===== src/sv/assert_macros.svh =====
// Assertion macros for the RTL file that carries checks.
`ifndef ASSERT_MACROS_SVH
`define ASSERT_MACROS_SVH

// Clocked check, disabled while reset is asserted
`define CHB_ASSERT_CLK(lbl, prop, msg) \
    lbl: assert property (@(posedge i_clk) disable iff (!i_rst_n) prop) \
        else $error(msg);

// Same-cycle implication
`define CHB_ASSERT_IMP(lbl, ante, cons, msg) \
    `CHB_ASSERT_CLK(lbl, (ante) |-> (cons), msg)

`endif


===== src/sv/chb_pkg.sv =====
// Package: widths, codes, types and term tables of the Hessian block unit.
`timescale 1ns / 1ps
package chb_pkg;

    localparam int MAX_NODES  = 1024;
    localparam int ADDR_W     = $clog2(MAX_NODES);
    localparam int NODE_W     = 10;
    localparam int COORD_W    = 20;
    localparam int DIFF_W     = COORD_W + 1;
    localparam int PROD_W     = 2 * DIFF_W;
    localparam int SUMSQ_W    = PROD_W;
    localparam int RAD_W      = 44;
    localparam int CNT_W      = 11;
    localparam int QUO_W      = 17;
    localparam int REM_W      = SUMSQ_W + 1;
    localparam int DIV_CNT_W  = $clog2(QUO_W);
    localparam int ENTRY_W    = 32;
    localparam int ACC_W      = ADDR_W + QUO_W + 1;
    localparam int STATUS_W   = 3;
    localparam int NUM_TERMS  = 6;
    localparam int WORD_W     = 3 * COORD_W;
    localparam int CFG_IDX_W  = 1;
    localparam int CFG_DATA_W = RAD_W;

    // Status codes
    localparam logic [STATUS_W-1:0] ST_OK         = 3'd0;
    localparam logic [STATUS_W-1:0] ST_LOADED     = 3'd1;
    localparam logic [STATUS_W-1:0] ST_COINCIDENT = 3'd2;
    localparam logic [STATUS_W-1:0] ST_BADINDEX   = 3'd3;
    localparam logic [STATUS_W-1:0] ST_SATURATED  = 3'd4;

    // Operation codes
    localparam logic OP_LOAD  = 1'b0;
    localparam logic OP_QUERY = 1'b1;

    // Configuration register indexes and reset values
    localparam logic [CFG_IDX_W-1:0] CFG_NODE_COUNT = 1'b0;
    localparam logic [CFG_IDX_W-1:0] CFG_RADIUS_SQ  = 1'b1;
    localparam logic [CNT_W-1:0]     NODE_COUNT_RST = 11'd1;
    localparam logic [RAD_W-1:0]     RADIUS_SQ_RST  = 44'd14745600;

    // Unique terms of the symmetric block: xx, yy, zz, xy, xz, yz
    localparam int T_XX = 0;
    localparam int T_YY = 1;
    localparam int T_ZZ = 2;
    localparam int T_XY = 3;
    localparam int T_XZ = 4;
    localparam int T_YZ = 5;
    localparam int TERM_A [NUM_TERMS] = '{0, 1, 2, 0, 0, 1};
    localparam int TERM_B [NUM_TERMS] = '{0, 1, 2, 1, 2, 2};

    // Controller to datapath commands
    typedef struct packed {
        logic                mem_we;
        logic                mem_rd;
        logic [ADDR_W-1:0]   mem_addr;
        logic                latch_base;
        logic                latch_diff;
        logic                mul;
        logic                sum;
        logic                div_step;
        logic                acc_clear;
        logic                acc_add;
        logic                acc_sub;
        logic                out_load;
        logic [STATUS_W-1:0] status;
    } t_dp_cmd;

    // Datapath to controller status
    typedef struct packed {
        logic s_zero;
        logic s_far;
    } t_dp_stat;

endpackage


===== src/sv/chb_ctrl.sv =====
// Controller: request decode, neighbor walk and divider sequencing.
`timescale 1ns / 1ps
module chb_ctrl (
    input  logic                                i_clk,
    input  logic                                i_rst_n,
    input  logic                                i_in_valid,
    output logic                                o_in_ready,
    input  logic                                i_operation,
    input  logic [chb_pkg::NODE_W-1:0]          i_row_node,
    input  logic [chb_pkg::NODE_W-1:0]          i_col_node,
    input  logic                                i_cfg_we,
    input  logic [chb_pkg::CFG_IDX_W-1:0]       i_cfg_idx,
    input  logic [chb_pkg::CFG_DATA_W-1:0]      i_cfg_data,
    output logic                                o_out_valid,
    input  logic                                i_out_ready,
    input  chb_pkg::t_dp_stat                   i_stat,
    output chb_pkg::t_dp_cmd                    o_cmd
);

    typedef enum logic [3:0] {
        S_IDLE, S_RD_ROW, S_BASE, S_SEEK, S_RD_PART, S_DIFF, S_MUL, S_SUM,
        S_CHECK, S_DIV, S_ACC, S_FINISH
    } t_state;

    t_state                                r_state, n_state;
    logic [chb_pkg::CNT_W-1:0]             r_node_count;
    logic [chb_pkg::NODE_W-1:0]            r_row, n_row;
    logic                                  r_diag, n_diag;
    logic [chb_pkg::CNT_W-1:0]             r_j, n_j;
    logic                                  r_coinc, n_coinc;
    logic [chb_pkg::STATUS_W-1:0]          r_status, n_status;
    logic [chb_pkg::DIV_CNT_W-1:0]         r_div_cnt, n_div_cnt;
    logic                                  r_out_valid, n_out_valid;
    logic [chb_pkg::CNT_W-1:0]             w_n_eff;
    logic                                  w_accept;
    logic                                  w_row_bad;
    logic                                  w_col_bad;
    logic                                  w_load_bad;

    // Effective node count is capped at the store depth
    assign w_n_eff = (32'(r_node_count) > 32'(chb_pkg::MAX_NODES)) ?
                     chb_pkg::CNT_W'(chb_pkg::MAX_NODES) : r_node_count;
    assign w_accept   = i_in_valid && (r_state == S_IDLE);
    assign w_row_bad  = chb_pkg::CNT_W'(i_row_node) >= w_n_eff;
    assign w_col_bad  = chb_pkg::CNT_W'(i_col_node) >= w_n_eff;
    assign w_load_bad = 32'(i_row_node) >= 32'(chb_pkg::MAX_NODES);

    assign o_in_ready  = (r_state == S_IDLE);
    assign o_out_valid = r_out_valid;

    // Next state and datapath commands
    always_comb begin
        n_state     = r_state;
        n_row       = r_row;
        n_diag      = r_diag;
        n_j         = r_j;
        n_coinc     = r_coinc;
        n_status    = r_status;
        n_div_cnt   = r_div_cnt;
        n_out_valid = (r_out_valid && i_out_ready) ? 1'b0 : r_out_valid;
        o_cmd       = '0;
        o_cmd.acc_sub = !r_diag;
        o_cmd.status  = r_status;

        unique case (r_state)
            S_IDLE: begin
                o_cmd.mem_addr = chb_pkg::ADDR_W'(i_row_node);
                if (w_accept) begin
                    o_cmd.acc_clear = 1'b1;
                    n_row   = i_row_node;
                    n_diag  = 1'b0;
                    n_coinc = 1'b0;
                    if (i_operation == chb_pkg::OP_LOAD) begin
                        o_cmd.mem_we = !w_load_bad;
                        n_status = w_load_bad ? chb_pkg::ST_BADINDEX : chb_pkg::ST_LOADED;
                        n_state  = S_FINISH;
                    end else if (w_row_bad || w_col_bad) begin
                        n_status = chb_pkg::ST_BADINDEX;
                        n_state  = S_FINISH;
                    end else begin
                        n_status = chb_pkg::ST_OK;
                        n_diag   = (i_row_node == i_col_node);
                        n_j      = (i_row_node == i_col_node) ? '0 :
                                   chb_pkg::CNT_W'(i_col_node);
                        n_state  = S_RD_ROW;
                    end
                end
            end
            S_RD_ROW: begin
                o_cmd.mem_rd   = 1'b1;
                o_cmd.mem_addr = chb_pkg::ADDR_W'(r_row);
                n_state        = S_BASE;
            end
            S_BASE: begin
                o_cmd.latch_base = 1'b1;
                n_state = r_diag ? S_SEEK : S_RD_PART;
            end
            // Skip the row node itself; stop past the last node
            S_SEEK: begin
                if (r_j >= w_n_eff) begin
                    n_state = S_FINISH;
                end else if (r_j == chb_pkg::CNT_W'(r_row)) begin
                    n_j = r_j + 1'b1;
                end else begin
                    n_state = S_RD_PART;
                end
            end
            S_RD_PART: begin
                o_cmd.mem_rd   = 1'b1;
                o_cmd.mem_addr = chb_pkg::ADDR_W'(r_j);
                n_state        = S_DIFF;
            end
            S_DIFF: begin
                o_cmd.latch_diff = 1'b1;
                n_state = S_MUL;
            end
            S_MUL: begin
                o_cmd.mul = 1'b1;
                n_state = S_SUM;
            end
            S_SUM: begin
                o_cmd.sum = 1'b1;
                n_state = S_CHECK;
            end
            // Coincident or out-of-cutoff pairs add nothing
            S_CHECK: begin
                n_div_cnt = '0;
                if (i_stat.s_zero || i_stat.s_far) begin
                    n_coinc = r_coinc || i_stat.s_zero;
                    n_j     = r_j + 1'b1;
                    n_state = r_diag ? S_SEEK : S_FINISH;
                end else begin
                    n_state = S_DIV;
                end
            end
            S_DIV: begin
                o_cmd.div_step = 1'b1;
                n_div_cnt = r_div_cnt + 1'b1;
                if (r_div_cnt == chb_pkg::DIV_CNT_W'(chb_pkg::QUO_W - 1)) begin
                    n_state = S_ACC;
                end
            end
            S_ACC: begin
                o_cmd.acc_add = 1'b1;
                n_j     = r_j + 1'b1;
                n_state = r_diag ? S_SEEK : S_FINISH;
            end
            S_FINISH: begin
                o_cmd.status = (r_status == chb_pkg::ST_OK && r_coinc) ?
                               chb_pkg::ST_COINCIDENT : r_status;
                if (!r_out_valid || i_out_ready) begin
                    o_cmd.out_load = 1'b1;
                    n_out_valid    = 1'b1;
                    n_state        = S_IDLE;
                end
            end
            default: n_state = S_IDLE;
        endcase
    end

    // State, registered outputs and node count register
    always_ff @(posedge i_clk) begin
        if (!i_rst_n) begin
            r_state      <= S_IDLE;
            r_out_valid  <= 1'b0;
            r_node_count <= chb_pkg::NODE_COUNT_RST;
            r_diag       <= 1'b0;
            r_coinc      <= 1'b0;
            r_status     <= chb_pkg::ST_OK;
            r_j          <= '0;
            r_div_cnt    <= '0;
            r_row        <= '0;
        end else begin
            r_state     <= n_state;
            r_out_valid <= n_out_valid;
            r_diag      <= n_diag;
            r_coinc     <= n_coinc;
            r_status    <= n_status;
            r_j         <= n_j;
            r_div_cnt   <= n_div_cnt;
            r_row       <= n_row;
            if (i_cfg_we && i_cfg_idx == chb_pkg::CFG_NODE_COUNT) begin
                r_node_count <= i_cfg_data[chb_pkg::CNT_W-1:0];
            end
        end
    end

endmodule


===== config.mk =====
export PLATFORM = sky130hd
export DESIGN_NAME = chb_ctrl
export DESIGN_NICKNAME = d
export VERILOG_FILES = /design/src/sv/assert_macros.svh /design/src/sv/chb_pkg.sv /design/src/sv/chb_ctrl.sv
export SDC_FILE = /design/constraint.sdc
export NUM_CORES = 1
export LEC_CHECK = 0
export BUFFER_PORTS_ARGS = -buffer_cell sky130_fd_sc_hd__buf_2
export CORE_ASPECT_RATIO = 1.25
export CORE_MARGIN = 2
export CORE_UTILIZATION = 49
export DETAILED_ROUTE_END_ITERATION = 6
export GPL_TIMING_DRIVEN = 1
export HOLD_SLACK_MARGIN = 0.15
export PLACE_DENSITY_LB_ADDON = 0.05
export SYNTH_ARGS = -nofsm -noshare
export SYNTH_HDL_FRONTEND = slang
export SYNTH_SLANG_ARGS = --single-unit

===== constraint.sdc =====
create_clock -name i_clk -period 8.7 [get_ports i_clk]
set_input_delay 1.74 -clock i_clk [delete_from_list [all_inputs] [get_ports i_clk]]
set_output_delay 1.74 -clock i_clk [all_outputs]
set_load 0.1 [all_outputs]

==> key figures <==
Critical path
  – Worst EP arrival: 3.18 ns
  – Startpoint Class: primary input
  – Worst r2r path cells: 10
  – Req. time, crit path: 6.96 ns
  – Class of the most critical setup path: primary input to output port
  – Crit Path Max Fanout: 16
  – Crit end category: output port

CTS
  – H-tree levels: 2
  – CTS clk-pin slew, worst paths: roughly 0.10 ns
  – Post-CTS Setup Inserts: 0
  – Hold buffer count at cts: 0
  – Root buffer cell: clkbuf_8
  – Clock latency at the later pin of the worst-skew pair: 0.32 ns
  – Clock tree buffer depth: 2
  – CTS tree: yes
  – Post-CTS Resized: 0
  – CTS sink cnt: between 40 and 50
  – Num CTS Buffers: 5

Routing
  – Drt pass-1 iters: 4
  – Iter 0 DRT Violations: 269
  – Post-Route WL: roughly 11000 um
  – Via Count: 3655
  – Post-route DRC: 0
  – Antenna viol nets, final: 0
  – Via density: 6.021
  – DR WL/cell: 17.49 um

Cells and area
  – Fin util: 56.35%
  – Antenna diode count: 0
  – Final Net Count: 623
  – Layout area overhead: 12.67%
  – Share of layout cells above drive strength 1: 16.44%

Synth
  – FFs w/ async S/R, synth: 0%
  – Synthesis warning total: 0
  – Netlist cell types: 57
  – Post-Syn Nets: between 500 and 600
  – Cell area after synthesis: 0.003447 mm2
  – Most common cell in the synthesized netlist: nand2_1
  – Yosys reg bits: 46
  – Post-synth EDFFs: 0
  – Proportion of synthesized area in mux cells: 0.2904%
  – Area contributors post-synth: dfxtp_1 27%, ha_1 12%, nand2_1 12%
  – Simple-gate portion of the synthesized area: 26.32%
  – Primary FF master, synth: dfxtp_1
  – Post-synth top area share: a little over a quarter
  – Leading area contributor after synthesis: dfxtp_1
  – Adder-Cell Fraction of Synth Area: around 12%
  – Main combinational cell family by area after synthesis: simple AND/OR/NAND/NOR gates
  – Syn Area/Cell: about 7.4 um2
  – Synth Instances: 468
  – Most frequent cells after synthesis: 106 x nand2_1, 51 x a21oi_1, 46 x dfxtp_1
  – Post-synthesis compound-gate area fraction: 23.52%
  – Register area share after synthesis: 26.72%
  – Xor-xnor portion of the synthesized cell area: 5.336%

Run
  – Max-Cap Viols: 0

Timing
  – Slew HR: 43.89%
  – Worst-Margin Slew: about 0.84 ns
  – Fin. max-slew vios: 0
  – Final worst-path setup slack: 3.781 ns
  – RSZ-0062 raised after global routing: no
  – Max frequency: 203.3 MHz
  – Fin crit share: 56.54%
  – Hold slack: 0.4611 ns
  – Clock skew: 0.009802 ns
  – Setup TNS: 0 ns
  – Final hold vios: 0
  – # setup viols final: 0
  – Min Tclk post-route: 4.919 ns

Placement
  – Port Buf Inserts: 64
  – Setup WS pre-CTS: 3.818 ns
  – Hpwl dp: 8037 um
  – Gpl congestion: 0.8925

Floorplanning
  – # IOs: 99
  – DIE AREA: 0.007726 mm2
  – Core Rows: 34
  – Die Span Y: 97.78 um
  – Initial Utilization: 50.02%
  – Die W: 79.02 um
  – Core area: 0.006892 mm2

Global route
  – Congestion Overflow GR: 0
  – GRT Resource Usage Total: between 20% and 30%
  – Antenna violations before repair: 0
  – Vias in the first global route: 3242
  – First-pass GRT wire length: 16720 um
  – Largest net degree at the start of global routing: 36

Pwr
  – Sequential fraction of design power: between 20 and 30%
  – Max VDD drop: 0.2181 mV
  – Clk pwr share: between 10% and 20%
  – Net Sw Power: roughly 0.74 mW
  – Pleak: 1.670 nW
  – PD cells: 322.0 mW/mm2
  – Int Pwr: 0.5140 mW
  – Sw Ratio: between 50% and 60%
  – Comb pwr share: a little over three fifths

Worst hold path
  – Hold Crit Depth: 2
  – Hold crit path type: register to register

Run status
  – Status: finished clean
cell type report:
cell class	count	area, um2
multi-input combinational	378	2341
sequential	46	920.9
fill	700	3008
clock buffer	6	82.58
inverter	17	63.81
clock inverter	2	12.51
timing repair buffer	68	350.3
tap	90	112.6
path summary, 6_finish.rpt:
kind                                        from              end  slack, ns
worst max-delay path                  i_in_valid         o_cmd[6]       3.78
worst min-delay path             r_node_count[7]  r_node_count[7]       0.46
worst max register to register  r_node_count[10]           r_j[7]       5.11
worst min register to register   r_node_count[7]  r_node_count[7]       0.46
power groups by stage:
stage / registers (mW) / clock network (mW) / logic (mW)
4_1_cts: 0.318 / 0.145 / 0.783
6_report: 0.321 / 0.144 / 0.785
3_5_place_dp: 0.323 / 0 / 0.781
5_1_grt: 0.328 / 0.156 / 0.841
2_1_floorplan: 0.284 / 0 / 0.661
3_3_place_gp: 0.323 / 0 / 0.774
layer usage:
layer	routed length, um	global-route usage, %
met4	216	9.151
met1	4398	35.47
met2	5235	46.81
met3	768	4.159
met5	0	0
layout by cell type (no fill, tap or decap), drive strengths merged, types with 3 or more instances in the layout:
cell type / count
o311ai: 3
o21ai: 14
nand4: 10
and3: 5
a31oi: 6
o32ai: 3
ha: 34
a22oi: 11
o221a: 5
nand2: 106
dfxtp: 46
xor2: 12
o311a: 3
a21o: 5
clkbuf: 6
or2: 3
inv: 16
nor2b: 6
nor3: 15
xnor2: 9
buf: 68
nand2b: 8
a21oi: 51
nand3: 14
nor2: 23
per-stage QoR:
step	cells	cell area, um2	power, mW
after floorplan	468	3447	0.9452
after global placement	599	3789	1.098
after detailed placement	599	3789	1.103
after CTS	607	3884	1.246
after global routing	607	3884	1.325
final	607	3884	1.250
cells by family after synthesis:
family / count (synthesis)
and+or+nand+nor: 199
AOI/OAI and AO/OA: 122
DFF: 46
buffers and inverters: 44
adders and majority gates: 34
xor gates and xnor gates: 21
other: 1
muxes: 1
registers in the layout, indices dropped and copies added, names as in the netlist:
name and cells:
r_diag 1, r_coinc 1, r_div_cnt 5, r_status 2
r_row 10, r_node_count 11, r_state 4, r_j 11
o_out_valid 1
critical path, stage by stage:
cell     delay [ns]
buf_2          0.12
nand2_1        0.40
inv_2          0.42
buf_2          0.50
No activity file was read; power rests on OpenSTA's default activity.
